`src/mpsm_pkg.sv`:
```
`timescale 1ns / 1ps
// ----------------------------------------------------------------------------
// mpsm_pkg
// Shared types and constants of the multi-pattern stream matcher.
// ----------------------------------------------------------------------------
package mpsm_pkg;

  localparam int unsigned REQ_W   = 2;
  localparam int unsigned SLOT_W  = 4;
  localparam int unsigned POS_W   = 5;
  localparam int unsigned BYTE_W  = 8;
  localparam int unsigned FOUND_W = 4;

  localparam logic [BYTE_W-1:0] ESC_BYTE = 8'h01;

  typedef enum logic [REQ_W-1:0] {
    REQ_STREAM = 2'd0,
    REQ_WRITE  = 2'd1,
    REQ_ARM    = 2'd2,
    REQ_CLEAR  = 2'd3
  } req_e;

  typedef struct packed {
    logic deliver;
    logic wr_en;
    logic arm;
    logic clear;
  } slot_cmd_t;

endpackage

```
`src/multi_pattern_stream_matcher.sv`:
```
`timescale 1ns / 1ps
// ----------------------------------------------------------------------------
// multi_pattern_stream_matcher
// Unescapes a byte stream and matches it against up to SLOTS loaded strings.
//
//   Channel  Handshake               Payload
//   in       in_valid_i / in_ready_o req_type_i, slot_i, position_i, value_i
//   out      out_valid_o/ out_ready_i found_slot_o
//
// An item is registered on entry and processed from there; every stream byte
// item yields one registered result, so one item per cycle is sustained while
// results are taken. All slots compare the byte in parallel; each slot's
// character store is read ahead at its next match count.
// Reset clears counts, lengths, armed flags and the escape flag; stored
// characters are not cleared. A stream byte waits in the input register
// while the result register is held by the consumer.
// ----------------------------------------------------------------------------
module multi_pattern_stream_matcher #(
  parameter int unsigned SLOTS           = 10,
  parameter int unsigned MAX_PATTERN_LEN = 32
) (
  input  logic                            clk_i,
  input  logic                            rst_ni,
  input  logic                            in_valid_i,
  output logic                            in_ready_o,
  input  logic [mpsm_pkg::REQ_W-1:0]      req_type_i,
  input  logic [mpsm_pkg::SLOT_W-1:0]     slot_i,
  input  logic [mpsm_pkg::POS_W-1:0]      position_i,
  input  logic [mpsm_pkg::BYTE_W-1:0]     value_i,
  output logic                            out_valid_o,
  input  logic                            out_ready_i,
  output logic [mpsm_pkg::FOUND_W-1:0]    found_slot_o
);

  localparam int unsigned CW = $clog2(MAX_PATTERN_LEN + 1);

  logic                          s1_valid_q, s1_valid_d;
  logic [mpsm_pkg::REQ_W-1:0]    s1_req_q;
  logic [mpsm_pkg::SLOT_W-1:0]   s1_slot_q;
  logic [mpsm_pkg::POS_W-1:0]    s1_pos_q;
  logic [mpsm_pkg::BYTE_W-1:0]   s1_value_q;
  logic                          esc_q, esc_d;
  logic                          out_valid_q, out_valid_d;
  logic [mpsm_pkg::FOUND_W-1:0]  found_q, found_d, found;

  logic                          s1_go, in_accept;
  logic                          is_byte, is_write, is_arm, is_clear;
  logic                          deliver, slot_ok, pos_ok, found_any;
  logic [mpsm_pkg::BYTE_W-1:0]   slot_data;
  logic [CW-1:0]                 arm_len;
  logic [SLOTS-1:0]              hits;
  mpsm_pkg::slot_cmd_t           cmds [SLOTS];

  always_comb begin
    is_byte  = 1'b0;
    is_write = 1'b0;
    is_arm   = 1'b0;
    is_clear = 1'b0;
    unique case (mpsm_pkg::req_e'(s1_req_q))
      mpsm_pkg::REQ_STREAM: is_byte  = 1'b1;
      mpsm_pkg::REQ_WRITE:  is_write = 1'b1;
      mpsm_pkg::REQ_ARM:    is_arm   = 1'b1;
      mpsm_pkg::REQ_CLEAR:  is_clear = 1'b1;
      default:              is_clear = 1'b0;
    endcase
  end

  assign s1_go      = s1_valid_q && (!is_byte || !out_valid_q || out_ready_i);
  assign in_ready_o = !s1_valid_q || s1_go;
  assign in_accept  = in_valid_i && in_ready_o;

  assign deliver   = s1_go && is_byte && (esc_q || (s1_value_q != mpsm_pkg::ESC_BYTE));
  assign slot_data = (is_byte && esc_q) ? (s1_value_q - 8'd1) : s1_value_q;
  assign slot_ok   = {1'b0, s1_slot_q} < (mpsm_pkg::SLOT_W + 1)'(SLOTS);
  assign pos_ok    = {2'b00, s1_pos_q} < (mpsm_pkg::POS_W + 2)'(MAX_PATTERN_LEN);
  assign arm_len   = ({1'b0, s1_value_q} > 9'(MAX_PATTERN_LEN)) ?
                     CW'(MAX_PATTERN_LEN) : s1_value_q[CW-1:0];

  assign found_any = |hits;

  always_comb begin
    found = '0;
    for (int s = SLOTS - 1; s >= 0; s--) begin
      if (hits[s]) begin
        found = mpsm_pkg::FOUND_W'(s + 1);
      end
    end
  end

  for (genvar g = 0; g < SLOTS; g++) begin : gen_slot
    logic sel;
    assign sel = s1_go && slot_ok && (s1_slot_q == mpsm_pkg::SLOT_W'(g));
    assign cmds[g].deliver = deliver;
    assign cmds[g].wr_en   = sel && is_write && pos_ok;
    assign cmds[g].arm     = sel && is_arm;
    assign cmds[g].clear   = (s1_go && is_clear) || found_any;

    mpsm_slot #(
      .MAX_PATTERN_LEN(MAX_PATTERN_LEN)
    ) u_slot (
      .clk_i     (clk_i),
      .rst_ni    (rst_ni),
      .cmd_i     (cmds[g]),
      .data_i    (slot_data),
      .pos_i     (s1_pos_q),
      .arm_len_i (arm_len),
      .hit_o     (hits[g])
    );
  end

  always_comb begin
    s1_valid_d = s1_valid_q;
    if (in_accept) begin
      s1_valid_d = 1'b1;
    end else if (s1_go) begin
      s1_valid_d = 1'b0;
    end
  end

  always_comb begin
    esc_d = esc_q;
    if (s1_go && is_byte) begin
      esc_d = esc_q ? 1'b0 : (s1_value_q == mpsm_pkg::ESC_BYTE);
    end
  end

  always_comb begin
    out_valid_d = out_valid_q;
    found_d     = found_q;
    if (s1_go && is_byte) begin
      out_valid_d = 1'b1;
      found_d     = found;
    end else if (out_ready_i) begin
      out_valid_d = 1'b0;
    end
  end

  always_ff @(posedge clk_i or negedge rst_ni) begin
    if (!rst_ni) begin
      s1_valid_q  <= 1'b0;
      esc_q       <= 1'b0;
      out_valid_q <= 1'b0;
    end else begin
      s1_valid_q  <= s1_valid_d;
      esc_q       <= esc_d;
      out_valid_q <= out_valid_d;
    end
  end

  always_ff @(posedge clk_i) begin
    if (in_accept) begin
      s1_req_q   <= req_type_i;
      s1_slot_q  <= slot_i;
      s1_pos_q   <= position_i;
      s1_value_q <= value_i;
    end
    found_q <= found_d;
  end

  assign out_valid_o  = out_valid_q;
  assign found_slot_o = found_q;

endmodule

```
`src/mpsm_slot.sv`:
```
`timescale 1ns / 1ps
// ----------------------------------------------------------------------------
// mpsm_slot
// One pattern slot: character store, length, armed flag and match count.
// ----------------------------------------------------------------------------
module mpsm_slot #(
  parameter int unsigned MAX_PATTERN_LEN = 32
) (
  input  logic                                 clk_i,
  input  logic                                 rst_ni,
  input  mpsm_pkg::slot_cmd_t                  cmd_i,
  input  logic [mpsm_pkg::BYTE_W-1:0]          data_i,
  input  logic [mpsm_pkg::POS_W-1:0]           pos_i,
  input  logic [$clog2(MAX_PATTERN_LEN+1)-1:0] arm_len_i,
  output logic                                 hit_o
);

  localparam int unsigned CW = $clog2(MAX_PATTERN_LEN + 1);
  localparam int unsigned PW = (MAX_PATTERN_LEN > 1) ? $clog2(MAX_PATTERN_LEN) : 1;

  logic [mpsm_pkg::BYTE_W-1:0] mem [MAX_PATTERN_LEN];
  logic [mpsm_pkg::BYTE_W-1:0] rd_q;
  logic [mpsm_pkg::BYTE_W-1:0] first_q;
  logic [CW-1:0]               count_q, count_d, count_new;
  logic [CW-1:0]               len_q, len_d;
  logic                        armed_q, armed_d;
  logic [PW-1:0]               wr_addr, rd_addr;
  logic                        active;

  assign wr_addr = PW'(pos_i);
  assign active  = cmd_i.deliver && armed_q && (len_q != '0);

  always_comb begin
    if (rd_q == data_i) begin
      count_new = count_q + CW'(1);
    end else if (first_q == data_i) begin
      count_new = CW'(1);
    end else begin
      count_new = '0;
    end
  end

  assign hit_o = cmd_i.deliver && armed_q && ((len_q == '0) || (count_new == len_q));

  always_comb begin
    count_d = count_q;
    len_d   = len_q;
    armed_d = armed_q;
    if (cmd_i.clear) begin
      count_d = '0;
      len_d   = '0;
      armed_d = 1'b0;
    end else if (cmd_i.arm) begin
      count_d = '0;
      len_d   = arm_len_i;
      armed_d = 1'b1;
    end else if (active) begin
      count_d = count_new;
    end
  end

  assign rd_addr = count_d[PW-1:0];

  always_ff @(posedge clk_i or negedge rst_ni) begin
    if (!rst_ni) begin
      count_q <= '0;
      len_q   <= '0;
      armed_q <= 1'b0;
    end else begin
      count_q <= count_d;
      len_q   <= len_d;
      armed_q <= armed_d;
    end
  end

  // The read port always follows the next count, so rd_q holds the character
  // at the current count; a write to that address is forwarded.
  always_ff @(posedge clk_i) begin
    if (cmd_i.wr_en) begin
      mem[wr_addr] <= data_i;
    end
    if (cmd_i.wr_en && (wr_addr == rd_addr)) begin
      rd_q <= data_i;
    end else begin
      rd_q <= mem[rd_addr];
    end
  end

  always_ff @(posedge clk_i) begin
    if (cmd_i.wr_en && (pos_i == '0)) begin
      first_q <= data_i;
    end
  end

endmodule

```
`config.mk`:
```
export PLATFORM = sky130hd
export DESIGN_NAME = multi_pattern_stream_matcher
export DESIGN_NICKNAME = d
export VERILOG_FILES = /design/src/mpsm_pkg.sv /design/src/multi_pattern_stream_matcher.sv /design/src/mpsm_slot.sv
export SDC_FILE = /design/constraint.sdc
export NUM_CORES = 2
export LEC_CHECK = 0
export BUFFER_PORTS_ARGS = -buffer_cell sky130_fd_sc_hd__buf_2
export CAP_MARGIN = 10
export CELL_PAD_IN_SITES_DETAIL_PLACEMENT = 0
export CELL_PAD_IN_SITES_GLOBAL_PLACEMENT = 1
export CORE_UTILIZATION = 50
export CTS_CLUSTER_DIAMETER = 200
export DETAILED_ROUTE_END_ITERATION = 6
export PLACE_DENSITY = 0.76
export SETUP_SLACK_MARGIN = 0.1
export SKIP_CTS_REPAIR_TIMING = 1
export SLEW_MARGIN = 10
export SYNTH_ARGS = -nofsm -noshare
export SYNTH_HDL_FRONTEND = slang
export SYNTH_SLANG_ARGS = --single-unit
```
`constraint.sdc`:
```
create_clock -name clk_i -period 6.84 [get_ports clk_i]
set_input_delay 1.368 -clock clk_i [delete_from_list [all_inputs] [get_ports clk_i]]
set_output_delay 1.368 -clock clk_i [all_outputs]
set_load 0.005 [all_outputs]
```
==> Word-level counts from Yosys, hierarchy flattened <==
Memory sizes are Yosys's and may differ from the RTL's. A register that Yosys moved wholly into a read port is not among the register bits.
Index checks and enable logic that the tools add are counted.
{ "word_totals": {"ff_bits": 236, "ramBits": 2560, "in_bits": 23, "output_inout_bits": 6, "wordCells": 400, "memories": 10} }
{ "mem_list": {"columns": ["name", "words", "width", "rd", "rd_ports_with_merged_regs", "wr", "line_no", "source"], "rows": [
  ["gen_slot[0].u_slot.mem", 32, 8, 1, 1, 1, "mpsm_slot.sv:21", "logic [mpsm_pkg::BYTE_W-1:0] mem [MAX_PATTERN_LEN];"],
  ["gen_slot[1].u_slot.mem", 32, 8, 1, 1, 1, "mpsm_slot.sv:21", null],
  ["gen_slot[2].u_slot.mem", 32, 8, 1, 1, 1, "mpsm_slot.sv:21", null],
  ["gen_slot[3].u_slot.mem", 32, 8, 1, 1, 1, "mpsm_slot.sv:21", null],
  ["gen_slot[4].u_slot.mem", 32, 8, 1, 1, 1, "mpsm_slot.sv:21", null],
  ["gen_slot[5].u_slot.mem", 32, 8, 1, 1, 1, "mpsm_slot.sv:21", null],
  ["+4 memories", null, null, null, null, null, null, null]
]} }
{ "op_classes": {"add_sub_neg": 11, "n_lt_le_gt_ge": 2, "eq_ne": 44, "muxes": 130, "n_reduce_logical": 143} }
{ "ops": {"columns": ["cell", "count"], "rows": [
  ["two-way mux 6 bit", 61],
  ["== test 8 bit", 20],
  ["logical AND 1 bit", 77],
  ["adder 6 x 1 -> 6 bit, second input constant", 10],
  ["== test 6 bit", 10],
  ["logical NOT 6 bit", 10],
  ["nonzero test 6 bit", 10],
  ["two-way mux 1 bit", 59],
  ["nonzero test 3 bit", 10],
  ["nonzero test 2 bit", 12],
  ["== test 4 x 3 -> 1 bit, second input constant", 4],
  ["logical OR 1 bit", 15],
  ["two-way mux 3 bit", 4],
  ["two-way mux 4 bit", 3],
  ["OR reduction 10 bit", 1],
  ["== test 4 x 2 -> 1 bit, second input constant", 2],
  ["== test 4 bit, second input constant", 2],
  ["== test 8 x 1 -> 1 bit, second input constant", 1],
  ["greater-than comparator 8 x 6 -> 1 bit, second input constant", 1],
  ["two-way mux 8 bit", 1],
  ["inequality test 8 x 1 -> 1 bit, second input constant", 1],
  ["subtractor 8 x 1 -> 8 bit, second input constant", 1],
  ["OR reduction 7 bit", 1],
  ["logical NOT 5 bit", 1],
  ["other kinds (9)", 13]
]} }

==> Logic depth before layout (Yosys ltp) <==
{ "logic_depth": {"ltp_word": 19, "ltp_mapped": 19, "mapped_depth_nobuf": 16} }

==> Hierarchy <==
From an unflattened synthesis, not the netlist that was laid out.
{ "hier_totals": {"cells_unflattened": 6539, "hier_area_um2": 116594.3} }
{ "modules_own_cells": {"columns": ["module", "n_inst", "cells_per_inst", "area_per_inst_um2", "seq_area_each_um2"], "rows": [
  ["mpsm_slot at gen_slot[1].u_slot ...", 9, 642, 11528.6, 8353.0],
  ["mpsm_slot at gen_slot[0].u_slot", 1, 631, 11438.5, 8353.0],
  ["multi_pattern_stream_matcher", 1, 130, 1398.8, 765.7]
]} }

==> Worst setup path before layout <==
No wires, ideal clock.
{ "synth_path": {"path_kind": "flip-flop to flip-flop", "from": "register s1_req_q[1] (netlist bit)", "to": "register gen_slot[7].u_slot.count_q[2]", "setup_time_ns": 0.142, "arrival_time_ns": 7.443, "t_required_ns": 6.698, "slack_ns": -0.745, "stages_incl_launch_ff": 17, "n_path_buf": 5, "period_less_slack_ns": 7.585, "cell_sequence": "edfxtp_1 -> buf_2 -> nor3b_2 -> and4_1 -> xnor2_2 -> inv_1 -> xnor2_1 -> and4_1 -> clkbuf_1 -> a31o_2 -> a222oi_1 -> and2_1 -> a2bb2oi_2 -> buf_6 -> buf_4 -> clkbuf_1 -> nor4_1"} }
{ "synth_via": {"elab_chain_cells": 13, "word_cells_on_any_way": 104} }
{ "synth_lines": {"columns": ["item", "line_no", "source"], "rows": [
  ["start: declaration", "multi_pattern_stream_matcher.sv:38", "logic [mpsm_pkg::REQ_W-1:0] s1_req_q;"],
  ["start signal: assignment", "multi_pattern_stream_matcher.sv:152", "s1_req_q <= req_type_i;"],
  ["logical NOT 2 bit *", "multi_pattern_stream_matcher.sv:59", "unique case (mpsm_pkg::req_e'(s1_req_q))"],
  ["two-way mux 1 bit *", "multi_pattern_stream_matcher.sv:59", null],
  ["logical AND 1 bit *", "multi_pattern_stream_matcher.sv:73", "assign slot_data = (is_byte && esc_q) ? (s1_value_q - 8'd1) : s1_value_q;"],
  ["two-way mux 8 bit *", "multi_pattern_stream_matcher.sv:73", null],
  ["named net gen_slot[0].u_slot.data_i, one bit", "mpsm_slot.sv:12", "input logic [mpsm_pkg::BYTE_W-1:0] data_i,"],
  ["== test 8 bit", "mpsm_slot.sv:36", "end else if (first_q == data_i) begin"],
  ["two-way mux 1 bit", "mpsm_slot.sv:36", null],
  ["two-way mux 6 bit", "mpsm_slot.sv:34", "if (rd_q == data_i) begin"],
  ["== test 6 bit", "mpsm_slot.sv:43", "assign hit_o = cmd_i.deliver && armed_q && ((len_q == '0) || (count_new == len_q));"],
  ["logical OR 1 bit", "mpsm_slot.sv:43", null],
  ["logical AND 1 bit", "mpsm_slot.sv:43", null],
  ["OR reduction 10 bit", "multi_pattern_stream_matcher.sv:79", "assign found_any = |hits;"],
  ["logical OR 1 bit", "multi_pattern_stream_matcher.sv:96", "assign cmds[g].clear = (s1_go && is_clear) || found_any;"],
  ["two-way mux 6 bit *", "mpsm_slot.sv:49", "if (cmd_i.clear) begin"],
  ["named net gen_slot[7].u_slot.count_d[2]", "mpsm_slot.sv:24", "logic [CW-1:0] count_q, count_d, count_new;"],
  ["end signal: assignment", "mpsm_slot.sv:70", "count_q <= count_d;"],
  ["end: declaration", "mpsm_slot.sv:24", null]
]} }
Mark *: on every way through the listed nets, which the timed path passes. The rest lies on a longest branch. The select of a mux whose other input is x is not followed.
A chain may end at the register's enable or synchronous reset.

==> results.ini <==
[outcome]
status = completed

[global_route]
antenna_found_initial = 13
grt-ovfl-total = 0
grt_usage = 0.255
grt_pass1_vias = 60900
grt_max_degree = 218
grt_first_pass_wirelength_um = 429000

[synthesis]
synth_cells = 6374
syn_avg_cell_area_um2 = 18.1
synthesis.nets = 6409
yosysMostFrequentCell = edfxtp_1
synth_top_area_frac = 0.692
synth_top_area_cell = edfxtp_1
seq_area_frac_synth = 0.729
ys_warn_count = 0
synth_flop_cell = edfxtp_1
ys_seq_elements = 2846
ys_types = 93
synth_top_cells_by_area = edfxtp_1, mux4_2, mux2i_1, dfrtp_1, nor2_1
synthTopCellsByCount = edfxtp_1, mux4_2, nor2_1
async_flop_share = 0.0467
synth_area_mm2 = 0.116
synth-edff-count = 2663

[floorplanning]
chipHeight_um = 483
die_w_um = 483
initial_core_util = 0.503
core_area_mm2 = 0.230
die-area_mm2 = 0.233
std_cell_rows = 176
num_io_pins = 29

[pwr]
ir_worst_vdd_v = 0.000294
powerDensity_mw_per_mm2 = 277
p_leak_nw = 39.4

[placement]
io_buffer_count = 28
dpl_worst_slack_ns = 1.06
placed_cell_area_mm2 = 0.120
place.gp.congestion = 0.878
dp_hpwl_um = 182000

[drt]
wl_per_cell_um = 30.1
vias = 61400
drt-initial-drc-count = 7036
remaining_drc_errors = 0
ant_nets = 0
dr.pass1.iters = 6
vias_per_cell = 6.26
routed_wl_um = 295000

[setup_path]
start_kind = flop
worstPathRequired_ns = 7.62
crit_type = flop to flop
end_kind = flop
crit_arrival_ns = 6.74
crit_path_max_fanout = 97
r2r_slack_ns = 0.88

[clocking]
clkLatencyLatePin_ns = 0.95
cts_tree = yes
clock_sinks = 2846
clkTransAtPathRegs_ns = 0.06
cts_buffers = 308
clock_path_buffers = 4
cts_root_buf = clkbuf_16
htreeDepth = 5

[sta]
finalCritPeriodShare = 0.872
fin_setup_tns_ns = 0
finalMaxSlewViolations = 0
period_minus_slack_ns = 5.96
fin_ws_ns = 0.878
hold_viol_final = 0
setup_viol = 0
skew_ns = 0.0737
worstMarginPinSlew_ns = 1.41
max_freq_ghz = 0.168
slew_headroom = 0.0575
rsz0062_at_grt = false

[layout]
nets = 6579
final_cell_area_mm2 = 0.129
synthToLayoutAreaGrowth_pct = 11.7
drive_above_1_share = 0.194

[worst_hold_path]
min_path_type = input pin to asynchronous set/reset pin

[run]
maxCapViolCount = 0

cell families (layout without fill, tap and decap cells):
logic type,Yosys count,count (layout),synth area share
adder cells (fa/ha/maj),12,12,0.00130
AND/OR/NAND/NOR,1379,1379,0.0609
multiplexers,1007,1007,0.144
flip-flops,2846,2846,0.729
XOR/XNOR,249,249,0.0201
AO/OA/AOI/OAI,496,496,0.0290
other,0,7,0
buffers and inverters,385,779,0.0154
registers in the layout, indices dropped and copies added, names as in the netlist, 4 cells and up, named ones only:
| register | flops |
|---|---|
| s1_value_q | 8 |
| gen_slot.u_slot.len_q | 60 |
| s1_pos_q | 5 |
| gen_slot.u_slot.first_q | 80 |
| gen_slot.u_slot.mem | 2560 |
| found_slot_o | 4 |
| gen_slot.u_slot.count_q | 60 |
| s1_slot_q | 4 |
| gen_slot.u_slot.armed_q | 10 |
per-stage QoR:
stage | hold WS, ns | total power, mW | utilization | instances
floorplan | 0.508 | 20.0 | - | 6374
global placement | 0.588 | 20.3 | 0.521 | 9259
detailed placement | 0.603 | 20.4 | 0.521 | 9260
CTS | 0.410 | 35.9 | 0.562 | 9794
global route | 0.454 | 36.6 | 0.562 | 9796
finish | 0.413 | 35.7 | 0.562 | 9801
worst paths after layout:
| kind | end | start | cells past startpoint |
|---|---|---|---|
| max | flop | s1_value_q[0] | 15 |
| max reg2reg | flop | s1_value_q[0] | 15 |
| min reg2reg | esc_q | esc_q | 2 |
| max in group asynchronous | gen_slot[0].u_slot.count_q[1] | rst_ni | 2 |
| min | gen_slot[4].u_slot.count_q[4] | rst_ni | 1 |
| min in group clk_i | esc_q | esc_q | 2 |
layout make-up:
class / count / area (µm²)
timing repair buffer: 214 / 1740
tap: 3026 / 3790
inverter: 31 / 161
antenna: 7 / 17.5
clock inverter: 154 / 1350
multi-input combinational: 3143 / 29700
fill: 17400 / 101000
sequential: 2846 / 84400
clock buffer: 380 / 8050
report_power, final:
group / switching [mW] / internal (mW)
registers: 0.0273 / 19.2
logic: 0.664 / 0.125
clock network: 6.62 / 9.14
routing by layer:
metal | vias up | part of all wire | track usage
li1 | 25800 | - | -
met1 | 32300 | 0.41 | 0.363
met2 | 2741 | 0.47 | 0.399
met3 | 544 | 0.082 | 0.0447
met4 | 0 | 0.037 | 0.0930
met5 | - | 0 | 0
worst max-delay path, stage by stage, from the launching register on:
cell and delay [ns]:
edfxtp_1 0.53, inv_1 0.08, ha_1 0.26, nand4bb_1 0.35, nor3_4 0.13, xnor2_4 0.79, inv_8 0.43, xnor2_1 0.30
nor4_1 0.34, nand2_1 0.35, a311oi_1 0.45, o311ai_1 0.29, a41oi_1 0.36, o2111ai_4 0.22, buf_12 0.26, nor4b_1 0.48
cells in the final DEF (no fill, tap or decap), types with 82 or more instances in the layout:
cell type,n
a21oi_1,82
mux2i_1,455
edfxtp_1,2663
nor2_1,474
dfrtp_1,133
nand2_1,312
a22oi_1,148
nand3_1,122
buf_4,170
clkbuf_16,309
xnor2_1,164
mux4_2,522
o21ai_0,97
Note: power is estimated with default switching activity, not from simulation.
